`src/rtl/core/ppmp_pkg.sv`:
```
// ----------------------------------------------------------------------------
// ppmp_pkg
// Shared types and constants of the ASCII PPM pixel parser: parse phases,
// result kinds, character codes and the result record.
// ----------------------------------------------------------------------------
package ppmp_pkg;

    localparam int DIM_BITS = 16;
    localparam logic [DIM_BITS-1:0] DIM_MAX = '1;
    localparam int ACC_W = DIM_BITS + 4;
    localparam int PROD_W = 2 * DIM_BITS;
    localparam int FIFO_DEPTH = 4;
    localparam int FIFO_PTR_W = $clog2(FIFO_DEPTH);
    localparam int FIFO_CNT_W = $clog2(FIFO_DEPTH + 1);

    localparam logic [7:0] CH_P     = 8'h50;
    localparam logic [7:0] CH_3     = 8'h33;
    localparam logic [7:0] CH_HASH  = 8'h23;
    localparam logic [7:0] CH_LF    = 8'h0A;
    localparam logic [7:0] CH_CR    = 8'h0D;
    localparam logic [7:0] CH_TAB   = 8'h09;
    localparam logic [7:0] CH_SPACE = 8'h20;
    localparam logic [7:0] CH_ZERO  = 8'h30;
    localparam logic [7:0] CH_NINE  = 8'h39;

    typedef enum logic [3:0] {
        PH_P    = 4'd0,
        PH_3    = 4'd1,
        PH_W    = 4'd2,
        PH_H    = 4'd3,
        PH_M    = 4'd4,
        PH_R    = 4'd5,
        PH_G    = 4'd6,
        PH_B    = 4'd7,
        PH_DONE = 4'd8
    } phase_t;

    typedef enum logic [1:0] {
        KIND_PIXEL   = 2'd0,
        KIND_SUCCESS = 2'd1,
        KIND_FAIL    = 2'd2
    } kind_t;

    typedef struct packed {
        logic [7:0] data_byte;
        logic       end_of_file;
    } item_t;

    typedef struct packed {
        kind_t       result_kind;
        logic [7:0]  blue;
        logic [7:0]  green;
        logic [7:0]  red;
        logic [31:0] pixel_index;
        logic [15:0] image_width;
        logic [15:0] image_height;
        logic        run_last;
    } res_t;

    typedef struct packed {
        logic [1:0] count;
        res_t       first;
        res_t       second;
    } res_pair_t;

endpackage

```
`src/rtl/core/ppmp_if.sv`:
```
// ----------------------------------------------------------------------------
// ppmp_if
// Valid/ready channels of the parser: file bytes in, result records out.
// ----------------------------------------------------------------------------
interface ppmp_byte_if;
    logic       valid;
    logic       ready;
    logic [7:0] data_byte;
    logic       end_of_file;

    modport source (output valid, output data_byte, output end_of_file, input ready);
    modport sink (input valid, input data_byte, input end_of_file, output ready);
endinterface

interface ppmp_res_if;
    logic        valid;
    logic        ready;
    logic [1:0]  result_kind;
    logic [7:0]  blue;
    logic [7:0]  green;
    logic [7:0]  red;
    logic [31:0] pixel_index;
    logic [15:0] image_width;
    logic [15:0] image_height;
    logic        run_last;

    modport source (
        output valid, output result_kind, output blue, output green, output red,
        output pixel_index, output image_width, output image_height, output run_last,
        input ready
    );
    modport sink (
        input valid, input result_kind, input blue, input green, input red,
        input pixel_index, input image_width, input image_height, input run_last,
        output ready
    );
endinterface

```
`src/rtl/core/ppmp_in_reg.sv`:
```
// ----------------------------------------------------------------------------
// ppmp_in_reg
// Input register: captures one byte transfer and holds it until the parse
// stage takes it.
// ----------------------------------------------------------------------------
module ppmp_in_reg
    import ppmp_pkg::*;
(
    input  logic           clk,
    input  logic           rst_n,
    ppmp_byte_if.sink      byte_in,
    input  logic           take,
    output logic           item_valid,
    output item_t          item
);

    logic  valid_reg;
    logic  valid_next;
    item_t item_reg;

    assign byte_in.ready = !valid_reg || take;

    always_comb
    begin
        valid_next = valid_reg;
        if (take)
        begin
            valid_next = 1'b0;
        end
        if (byte_in.valid && byte_in.ready)
        begin
            valid_next = 1'b1;
        end
    end

    always_ff @(posedge clk or negedge rst_n)
    begin
        if (!rst_n)
        begin
            valid_reg <= 1'b0;
        end
        else
        begin
            valid_reg <= valid_next;
        end
    end

    always_ff @(posedge clk)
    begin
        if (byte_in.valid && byte_in.ready)
        begin
            item_reg.data_byte   <= byte_in.data_byte;
            item_reg.end_of_file <= byte_in.end_of_file;
        end
    end

    assign item_valid = valid_reg;
    assign item       = item_reg;

endmodule

```
`src/rtl/core/ppmp_step.sv`:
```
// ----------------------------------------------------------------------------
// ppmp_step
// Parser state and the per-byte step: token skipping, number accumulation,
// header and pixel commits, and up to two results per byte.
// ----------------------------------------------------------------------------
module ppmp_step
    import ppmp_pkg::*;
(
    input  logic      clk,
    input  logic      rst_n,
    input  logic      fire,
    input  item_t     item,
    output res_pair_t pair
);

    phase_t              phase_reg;
    phase_t              phase_next;
    logic                in_comment_reg;
    logic                in_comment_next;
    logic                in_number_reg;
    logic                in_number_next;
    logic [DIM_BITS-1:0] number_reg;
    logic [DIM_BITS-1:0] number_next;
    logic [DIM_BITS-1:0] width_reg;
    logic [DIM_BITS-1:0] width_next;
    logic [DIM_BITS-1:0] height_reg;
    logic [DIM_BITS-1:0] height_next;
    logic [7:0]          red_hold_reg;
    logic [7:0]          red_hold_next;
    logic [7:0]          green_hold_reg;
    logic [7:0]          green_hold_next;
    logic [31:0]         done_reg;
    logic [31:0]         done_next;
    logic [31:0]         total_reg;
    logic [31:0]         total_next;

    logic [7:0]          c;
    logic                is_digit;
    logic                is_ws;
    logic [3:0]          digit;
    logic [ACC_W-1:0]    acc;
    logic                header_phase;
    logic [DIM_BITS-1:0] acc_val;
    logic [PROD_W-1:0]   prod;
    logic [31:0]         prod_sat;
    logic [31:0]         done_inc;
    logic                sep_go;
    logic                cmt_go;
    logic                starts_num;
    logic                eof_cmt;
    logic [DIM_BITS-1:0] cmt_val;
    logic                pix_hit;
    logic                succ_hit;
    logic                fail_hit;
    res_t                pix_res;
    res_t                succ_res;
    res_t                fail_res;

    assign c        = item.data_byte;
    assign is_digit = (c >= CH_ZERO) && (c <= CH_NINE);
    assign is_ws    = (c == CH_SPACE) || (c == CH_TAB) || (c == CH_CR) || (c == CH_LF);
    assign digit    = 4'(c - CH_ZERO);

    assign acc = (ACC_W'(number_reg) << 3) + (ACC_W'(number_reg) << 1) + ACC_W'(digit);
    assign header_phase = (phase_reg == PH_W) || (phase_reg == PH_H) || (phase_reg == PH_M);
    assign acc_val = (header_phase && (acc > ACC_W'(DIM_MAX))) ? DIM_MAX
                                                               : acc[DIM_BITS-1:0];

    assign prod     = PROD_W'(width_reg) * PROD_W'(height_reg);
    assign prod_sat = (64'(prod) > 64'(32'hFFFF_FFFF)) ? 32'hFFFF_FFFF : 32'(prod);
    assign done_inc = done_reg + 32'd1;

    always_comb
    begin
        phase_next      = phase_reg;
        in_comment_next = in_comment_reg;
        in_number_next  = in_number_reg;
        number_next     = number_reg;
        width_next      = width_reg;
        height_next     = height_reg;
        red_hold_next   = red_hold_reg;
        green_hold_next = green_hold_reg;
        done_next       = done_reg;
        total_next      = total_reg;
        pix_hit         = 1'b0;
        succ_hit        = 1'b0;
        fail_hit        = 1'b0;
        sep_go          = 1'b0;
        cmt_go          = 1'b0;

        if (phase_reg != PH_DONE)
        begin
            if (in_comment_reg)
            begin
                if (c == CH_LF)
                begin
                    in_comment_next = 1'b0;
                end
            end
            else if (in_number_reg && is_digit)
            begin
                number_next = acc_val;
            end
            else
            begin
                cmt_go = in_number_reg;
                sep_go = 1'b1;
            end
        end

        starts_num = !in_number_reg && is_digit && (phase_reg != PH_P) && (phase_reg != PH_3);
        eof_cmt = item.end_of_file && (phase_reg != PH_DONE) && !in_comment_reg &&
                  ((in_number_reg && is_digit) || (sep_go && starts_num));
        if (eof_cmt)
        begin
            cmt_val = in_number_reg ? acc_val : DIM_BITS'(digit);
        end
        else
        begin
            cmt_val = number_reg;
        end

        if (cmt_go || eof_cmt)
        begin
            in_number_next = 1'b0;
            number_next    = '0;
            unique case (phase_reg)
                PH_W:
                begin
                    width_next = cmt_val;
                    phase_next = PH_H;
                end
                PH_H:
                begin
                    height_next = cmt_val;
                    phase_next  = PH_M;
                end
                PH_M:
                begin
                    total_next = prod_sat;
                    done_next  = '0;
                    if ((width_reg == '0) || (height_reg == '0))
                    begin
                        succ_hit   = 1'b1;
                        phase_next = PH_DONE;
                    end
                    else
                    begin
                        phase_next = PH_R;
                    end
                end
                PH_R:
                begin
                    red_hold_next = cmt_val[7:0];
                    phase_next    = PH_G;
                end
                PH_G:
                begin
                    green_hold_next = cmt_val[7:0];
                    phase_next      = PH_B;
                end
                PH_B:
                begin
                    pix_hit   = 1'b1;
                    done_next = done_inc;
                    if (done_inc == total_reg)
                    begin
                        succ_hit   = 1'b1;
                        phase_next = PH_DONE;
                    end
                    else
                    begin
                        phase_next = PH_R;
                    end
                end
                default:
                begin
                end
            endcase
        end

        if (sep_go && (phase_next != PH_DONE))
        begin
            priority if (phase_next == PH_3)
            begin
                if (c == CH_3)
                begin
                    phase_next = PH_W;
                end
                else
                begin
                    fail_hit   = 1'b1;
                    phase_next = PH_DONE;
                end
            end
            else if (is_ws)
            begin
            end
            else if (c == CH_HASH)
            begin
                in_comment_next = 1'b1;
            end
            else if (phase_next == PH_P)
            begin
                if (c == CH_P)
                begin
                    phase_next = PH_3;
                end
                else
                begin
                    fail_hit   = 1'b1;
                    phase_next = PH_DONE;
                end
            end
            else if (is_digit)
            begin
                in_number_next = 1'b1;
                number_next    = DIM_BITS'(digit);
            end
            else
            begin
                fail_hit   = 1'b1;
                phase_next = PH_DONE;
            end
        end

        if (item.end_of_file)
        begin
            if (phase_next != PH_DONE)
            begin
                fail_hit = 1'b1;
            end
            phase_next      = PH_P;
            in_comment_next = 1'b0;
            in_number_next  = 1'b0;
            number_next     = '0;
            width_next      = '0;
            height_next     = '0;
            red_hold_next   = '0;
            green_hold_next = '0;
            done_next       = '0;
            total_next      = '0;
        end
    end

    always_comb
    begin
        pix_res             = '0;
        pix_res.result_kind = KIND_PIXEL;
        pix_res.blue        = cmt_val[7:0];
        pix_res.green       = green_hold_reg;
        pix_res.red         = red_hold_reg;
        pix_res.pixel_index = done_reg;

        succ_res              = '0;
        succ_res.result_kind  = KIND_SUCCESS;
        succ_res.image_width  = 16'(width_reg);
        succ_res.image_height = 16'(height_reg);

        fail_res             = '0;
        fail_res.result_kind = KIND_FAIL;

        pair.count  = 2'(pix_hit) + 2'(succ_hit) + 2'(fail_hit);
        if (pix_hit)
        begin
            pair.first  = pix_res;
            pair.second = succ_hit ? succ_res : fail_res;
        end
        else
        begin
            pair.first  = succ_hit ? succ_res : fail_res;
            pair.second = fail_res;
        end
        pair.first.run_last  = (pair.count == 2'd1);
        pair.second.run_last = 1'b1;
        if (!fire)
        begin
            pair.count = 2'd0;
        end
    end

    always_ff @(posedge clk or negedge rst_n)
    begin
        if (!rst_n)
        begin
            phase_reg      <= PH_P;
            in_comment_reg <= 1'b0;
            in_number_reg  <= 1'b0;
            number_reg     <= '0;
            width_reg      <= '0;
            height_reg     <= '0;
            red_hold_reg   <= '0;
            green_hold_reg <= '0;
            done_reg       <= '0;
            total_reg      <= '0;
        end
        else if (fire)
        begin
            phase_reg      <= phase_next;
            in_comment_reg <= in_comment_next;
            in_number_reg  <= in_number_next;
            number_reg     <= number_next;
            width_reg      <= width_next;
            height_reg     <= height_next;
            red_hold_reg   <= red_hold_next;
            green_hold_reg <= green_hold_next;
            done_reg       <= done_next;
            total_reg      <= total_next;
        end
    end

    // The end of a file always returns the parser to its start phase.
    assert property (@(posedge clk) disable iff (!rst_n)
        (fire && item.end_of_file) |=> (phase_reg == PH_P && !in_number_reg))
        else $error("parser did not restart after end of file");

    // Once an outcome is reported, bytes up to the end of file give no results.
    assert property (@(posedge clk) disable iff (!rst_n)
        (phase_reg == PH_DONE) |-> (pair.count == 2'd0))
        else $error("result produced after the outcome");

endmodule

```
`src/rtl/core/ppmp_res_fifo.sv`:
```
// ----------------------------------------------------------------------------
// ppmp_res_fifo
// Result buffer: takes up to two results per cycle from the parse stage and
// presents one result per cycle to the output channel.
// ----------------------------------------------------------------------------
module ppmp_res_fifo
    import ppmp_pkg::*;
(
    input  logic      clk,
    input  logic      rst_n,
    input  res_pair_t pair,
    input  logic      pop,
    output logic      space_ok,
    output logic      head_valid,
    output res_t      head
);

    res_t                  mem [FIFO_DEPTH];
    logic [FIFO_PTR_W-1:0] wr_ptr_reg;
    logic [FIFO_PTR_W-1:0] wr_ptr_next;
    logic [FIFO_PTR_W-1:0] rd_ptr_reg;
    logic [FIFO_PTR_W-1:0] rd_ptr_next;
    logic [FIFO_CNT_W-1:0] count_reg;
    logic [FIFO_CNT_W-1:0] count_next;
    logic [FIFO_PTR_W-1:0] wr_ptr_plus;

    assign space_ok    = count_reg <= FIFO_CNT_W'(FIFO_DEPTH - 2);
    assign head_valid  = count_reg != '0;
    assign head        = mem[rd_ptr_reg];
    assign wr_ptr_plus = wr_ptr_reg + FIFO_PTR_W'(1);

    always_comb
    begin
        wr_ptr_next = wr_ptr_reg + FIFO_PTR_W'(pair.count);
        rd_ptr_next = rd_ptr_reg + FIFO_PTR_W'(pop);
        count_next  = count_reg + FIFO_CNT_W'(pair.count) - FIFO_CNT_W'(pop);
    end

    always_ff @(posedge clk or negedge rst_n)
    begin
        if (!rst_n)
        begin
            wr_ptr_reg <= '0;
            rd_ptr_reg <= '0;
            count_reg  <= '0;
        end
        else
        begin
            wr_ptr_reg <= wr_ptr_next;
            rd_ptr_reg <= rd_ptr_next;
            count_reg  <= count_next;
        end
    end

    always_ff @(posedge clk)
    begin
        if (pair.count != 2'd0)
        begin
            mem[wr_ptr_reg] <= pair.first;
        end
        if (pair.count == 2'd2)
        begin
            mem[wr_ptr_plus] <= pair.second;
        end
    end

    // Results are only written when two free entries are guaranteed.
    assert property (@(posedge clk) disable iff (!rst_n)
        (pair.count != 2'd0) |-> (count_reg <= FIFO_CNT_W'(FIFO_DEPTH - 2)))
        else $error("result buffer written without room");

    assert property (@(posedge clk) disable iff (!rst_n)
        pop |-> (count_reg != '0))
        else $error("result buffer read while empty");

endmodule

```
`src/rtl/core/ppm_ascii_pixel_parser_core.sv`:
```
// ----------------------------------------------------------------------------
// ppm_ascii_pixel_parser_core
// Byte-serial parser for ASCII PPM images that emits one result per pixel
// and a final success or failure record.
// ----------------------------------------------------------------------------
// A byte is held in the input register until the result buffer has room; its
// results are then written to that buffer. Throughput: one byte per cycle
// while each byte gives at most one result and the output channel is ready;
// the output channel moves one result per cycle, which sets the pace when a
// byte gives two. Reset clears the parse state and empties the result buffer.
module ppm_ascii_pixel_parser_core
    import ppmp_pkg::*;
(
    input  logic        clk,
    input  logic        rst_n,
    ppmp_byte_if.sink   byte_in,
    ppmp_res_if.source  result_out
);

    logic      item_valid;
    item_t     item;
    logic      space_ok;
    logic      take;
    res_pair_t pair;
    logic      head_valid;
    res_t      head;
    logic      pop;

    assign take = item_valid && space_ok;
    assign pop  = result_out.valid && result_out.ready;

    ppmp_in_reg u_in_reg (
        .clk        (clk),
        .rst_n      (rst_n),
        .byte_in    (byte_in),
        .take       (take),
        .item_valid (item_valid),
        .item       (item)
    );

    ppmp_step u_step (
        .clk   (clk),
        .rst_n (rst_n),
        .fire  (take),
        .item  (item),
        .pair  (pair)
    );

    ppmp_res_fifo u_res_fifo (
        .clk        (clk),
        .rst_n      (rst_n),
        .pair       (pair),
        .pop        (pop),
        .space_ok   (space_ok),
        .head_valid (head_valid),
        .head       (head)
    );

    assign result_out.valid        = head_valid;
    assign result_out.result_kind  = head.result_kind;
    assign result_out.blue         = head.blue;
    assign result_out.green        = head.green;
    assign result_out.red          = head.red;
    assign result_out.pixel_index  = head.pixel_index;
    assign result_out.image_width  = head.image_width;
    assign result_out.image_height = head.image_height;
    assign result_out.run_last     = head.run_last;

endmodule

```
`src/flat_wrapper.sv`:
```
// flat-port wrapper written by rule: the top's interface ports become plain ports
module ppm_ascii_pixel_parser_core_flat import ppmp_pkg::*;
  (clk, rst_n, byte_in_valid, byte_in_data_byte, byte_in_end_of_file, byte_in_ready, result_out_valid, result_out_result_kind, result_out_blue, result_out_green, result_out_red, result_out_pixel_index, result_out_image_width, result_out_image_height, result_out_run_last, result_out_ready);
  ppmp_byte_if byte_in_i ();
  ppmp_res_if result_out_i ();
  input  logic clk;
  input  logic rst_n;
  input wire logic [$bits(byte_in_i.valid)-1:0] byte_in_valid;
  input wire logic [$bits(byte_in_i.data_byte)-1:0] byte_in_data_byte;
  input wire logic [$bits(byte_in_i.end_of_file)-1:0] byte_in_end_of_file;
  output wire logic [$bits(byte_in_i.ready)-1:0] byte_in_ready;
  output wire logic [$bits(result_out_i.valid)-1:0] result_out_valid;
  output wire logic [$bits(result_out_i.result_kind)-1:0] result_out_result_kind;
  output wire logic [$bits(result_out_i.blue)-1:0] result_out_blue;
  output wire logic [$bits(result_out_i.green)-1:0] result_out_green;
  output wire logic [$bits(result_out_i.red)-1:0] result_out_red;
  output wire logic [$bits(result_out_i.pixel_index)-1:0] result_out_pixel_index;
  output wire logic [$bits(result_out_i.image_width)-1:0] result_out_image_width;
  output wire logic [$bits(result_out_i.image_height)-1:0] result_out_image_height;
  output wire logic [$bits(result_out_i.run_last)-1:0] result_out_run_last;
  input wire logic [$bits(result_out_i.ready)-1:0] result_out_ready;
  assign byte_in_i.valid = byte_in_valid;
  assign byte_in_i.data_byte = byte_in_data_byte;
  assign byte_in_i.end_of_file = byte_in_end_of_file;
  assign byte_in_ready = byte_in_i.ready;
  assign result_out_valid = result_out_i.valid;
  assign result_out_result_kind = result_out_i.result_kind;
  assign result_out_blue = result_out_i.blue;
  assign result_out_green = result_out_i.green;
  assign result_out_red = result_out_i.red;
  assign result_out_pixel_index = result_out_i.pixel_index;
  assign result_out_image_width = result_out_i.image_width;
  assign result_out_image_height = result_out_i.image_height;
  assign result_out_run_last = result_out_i.run_last;
  assign result_out_i.ready = result_out_ready;
  ppm_ascii_pixel_parser_core u_core (.clk(clk), .rst_n(rst_n), .byte_in(byte_in_i), .result_out(result_out_i));
endmodule
```
`config.mk`:
```
export PLATFORM = sky130hd
export DESIGN_NAME = ppm_ascii_pixel_parser_core_flat
export DESIGN_NICKNAME = d
export VERILOG_FILES = /design/src/rtl/core/ppmp_pkg.sv /design/src/rtl/core/ppmp_if.sv /design/src/rtl/core/ppmp_in_reg.sv /design/src/rtl/core/ppmp_step.sv /design/src/rtl/core/ppmp_res_fifo.sv /design/src/rtl/core/ppm_ascii_pixel_parser_core.sv /design/src/flat_wrapper.sv
export SDC_FILE = /design/constraint.sdc
export NUM_CORES = 2
export LEC_CHECK = 0
export CAP_MARGIN = 20
export CORE_AREA = 2 2 272 274
export CTS_CLUSTER_SIZE = 10
export DETAILED_ROUTE_END_ITERATION = 10
export DIE_AREA = 0 0 274 276
export DONT_BUFFER_PORTS = 1
export PLACE_DENSITY = 0.67
export SLEW_MARGIN = 20
export SYNTH_ARGS = -nofsm -noshare
export SYNTH_HDL_FRONTEND = slang
export SYNTH_SLANG_ARGS = --single-unit
```
`constraint.sdc`:
```
create_clock -name clk -period 6.58 [get_ports clk]
set_clock_uncertainty 0.15 [all_clocks]
set_input_delay 0.329 -clock clk [delete_from_list [all_inputs] [get_ports clk]]
set_output_delay 0.329 -clock clk [all_outputs]
set_load 0.03 [all_outputs]
```
==> qor.yml <==
io_buffers: 0
drive_gt1_share_pct: 13.48
worstPathRequired_ps: 6980
via_per_inst: 5.981
synth_common_cells: "nand2_1 (320), inv_1 (267), dfxtp_1 (228), a22o_1 (198), fa_1 (198)"
grt_pass1_wl_um: 143900
synth.avg_cell_area_um2: 10.75
peakVddDrop_v: 0.0002113
routed_wl_um: 91340
cts_root_buf: "clkbuf_16"
fillers: 6522
chipHeight_um: 276
hold_viol_final: 0
grt.overflow.total: 0
final_nets: 3320
cts_tree: "built"
yosys_register_bits: 515
worstSkewPairLatency_ps: 660
syn_area_um2: 32450
die_w_um: 274
core-area_um2: 72590
seq_area_frac_synth_pct: 38.43
cp.arrival_ps: 6690
gr-usage-all-layers_pct: 24.32
status: "finished, final reports clean"
top_layer: "met4"
fp.dieArea_um2: 75620
ant_nets: 0
largest_reg_flops: 364
drtIter0Drc: 2026
syn_inst: 3018
dp_hpwl_um: 64030
fin_crit_ps: 6286
drc: 0
holdPathStages: 1
postCtsSetupBuffers: 0
relSlewSlack_pct: 21.02
yosys.area.top_type: "dfxtp_1"
antenna_found_initial: 2
synthArstFlopShare_pct: 27.57
synthFlopType: "dfxtp_1"
start_util_pct: 44.71
wl_per_cell_um: 23.00
clkTransAtPathRegs_ps: 60
slew_violations: 0
synth.distinct_cells: 100
yosys_warnings: 0
power_mw: 8.868
cp-start-kind: "flop"
cts_buffers: 61
cp-end-kind: "flop"
hold_ws_ps: 145.8
yosys-top-cells-area: "dfxtp_1 (14%), edfxtp_1 (13%), fa_1 (12%)"
met1_length_um: 38920
grt_max_degree: 143
synth_fp_nets: 3370
std_cell_rows: 99
cts.path.max_buffers: 3
htree_levels: 2
timing.fmax_mhz: 159.1
cap_viol_max_count: 0
place_congestion: 0.9000
tns_ps: 0
critical_path_class: "reg2reg"
max_slew.worst_pin.slew_ps: 1180
syn2layout_area_growth_pct: 10.23
top_level_ports: 106
dr_wl_met3_um: 6525
r2r_cells: 20
p_leak_nw: 14.78
setup_violations: 0
clock_sinks: 515
worstPathMaxFanout: 12
drt-pass1-iter-count: 6
synthDominantCellAreaShare_pct: 14.07
vias: 23760
met2_length_um: 43130
power.density_nw_per_um2: 247.9
hold_path_class: "in2reg"
first_global_vias: 24390
post-synth-top-count-cell: "nand2_1"
finalCritPeriodShare_pct: 95.53
synth_edf_count: 145
## per-stage QoR
step	util (%)	area, µm²	cells	worst slack, ps
after floorplan	-	32450	3018	463.5
after global placement	46.34	33640	3850	214.1
final	49.28	35770	3972	294.0
after CTS	49.18	35700	3969	95.80
after global routing	49.27	35760	3970	-11.06
after detailed placement	46.35	33640	3850	72.03
## final timing paths
path,start,to,slack (ps)
worst max-delay path,u_core.u_step.width_reg[12]$_DFFE_PN0P_,u_core.u_step.total_reg[30]$_DFFE_PN0P_,290
worst min-delay path,byte_in_data_byte[5],u_core.u_in_reg.item[6]$_DFFE_PP_,150
worst max register to register,u_core.u_step.width_reg[12]$_DFFE_PN0P_,u_core.u_step.total_reg[30]$_DFFE_PN0P_,290
worst min register to register,u_core.u_res_fifo.mem[0][44]$_SDFFE_PP0N_,u_core.u_res_fifo.mem[0][44]$_SDFFE_PP0N_,300
max in group asynchronous,rst_n,u_core.u_step.height_reg[1]$_DFFE_PN0P_,5360
min in group asynchronous,rst_n,u_core.u_in_reg.item_valid$_DFFE_PN0P_,210
## layer usage
layer | vias to the layer above | GRT usage (%)
li1 | 10440 | -
met1 | 12240 | 33.34
met2 | 907 | 39.19
met3 | 170 | 4.325
met4 | 0 | 7.595
met5 | - | 0
## timing repair
action,in CTS,in global routing
hold endpoints to repair,163,0
gates resized for setup,0,24
hold buffers,13,0
setup endpoints to repair,0,345
## worst max-delay path: stages, from the launching register on
cell and delay, ps:
dfrtp_2 530, buf_4 230, nand2_1 80, fa_1 500, inv_1 50, fa_1 380, fa_1 570, inv_1 70
fa_1 560, inv_1 60, fa_1 490, fa_1 410, ha_1 350, a21o_1 200, a21o_1 200, a21oi_1 240
nand2_1 120, o31ai_2 350, o311a_1 280, a21oi_1 80, o311ai_0 310
## kinds of logic after synthesis
family | share of synthesized area, %
flops | 38.43
mux | 8.201
buf+inv | 6.339
xor+xnor | 2.132
simple gates | 14.22
compound gates | 13.02
fa+ha+maj | 17.65
## layout by cell type (no fill, tap or decap), types with 25 or more instances in the layout
cell type and instances:
edfxtp_1 145, nor2b_1 52, fa_1 198, mux4_2 91, a22o_1 198, o21ai_0 108, ha_1 141, nand3_1 38
nand4_1 25, nor2_1 75, and2_1 192, mux2_2 49, nor3_1 33, xor2_1 35, a21oi_1 52, nand2_1 320
buf_4 81, clkbuf_1 29, inv_1 267, o31ai_1 31, a21o_1 26, clkbuf_16 62, dfxtp_1 228, xnor2_1 44
dfrtp_1 123
## power breakdown
part / internal, mW / total (mW) / switching (mW)
registers: 3.48 / 3.69 / 0.207
clock network: 1.88 / 3.24 / 1.36
logic: 0.633 / 1.94 / 1.31
## final cells by class
| class | count | area, µm² | share of cell area [%] |
|---|---|---|---|
| Antenna cell | 2 | 5.005 | 0.01399 |
| Sequential cell | 515 | 12500 | 34.95 |
| Multi-Input combinational cell | 2010 | 18030 | 50.41 |
| Timing Repair Buffer | 113 | 1124 | 3.141 |
| Clock inverter | 10 | 177.7 | 0.4967 |
| Tap cell | 959 | 1200 | 3.355 |
| Inverter | 267 | 1002 | 2.802 |
| Clock buffer | 96 | 1729 | 4.834 |
No activity file was read; power rests on OpenSTA's default activity.
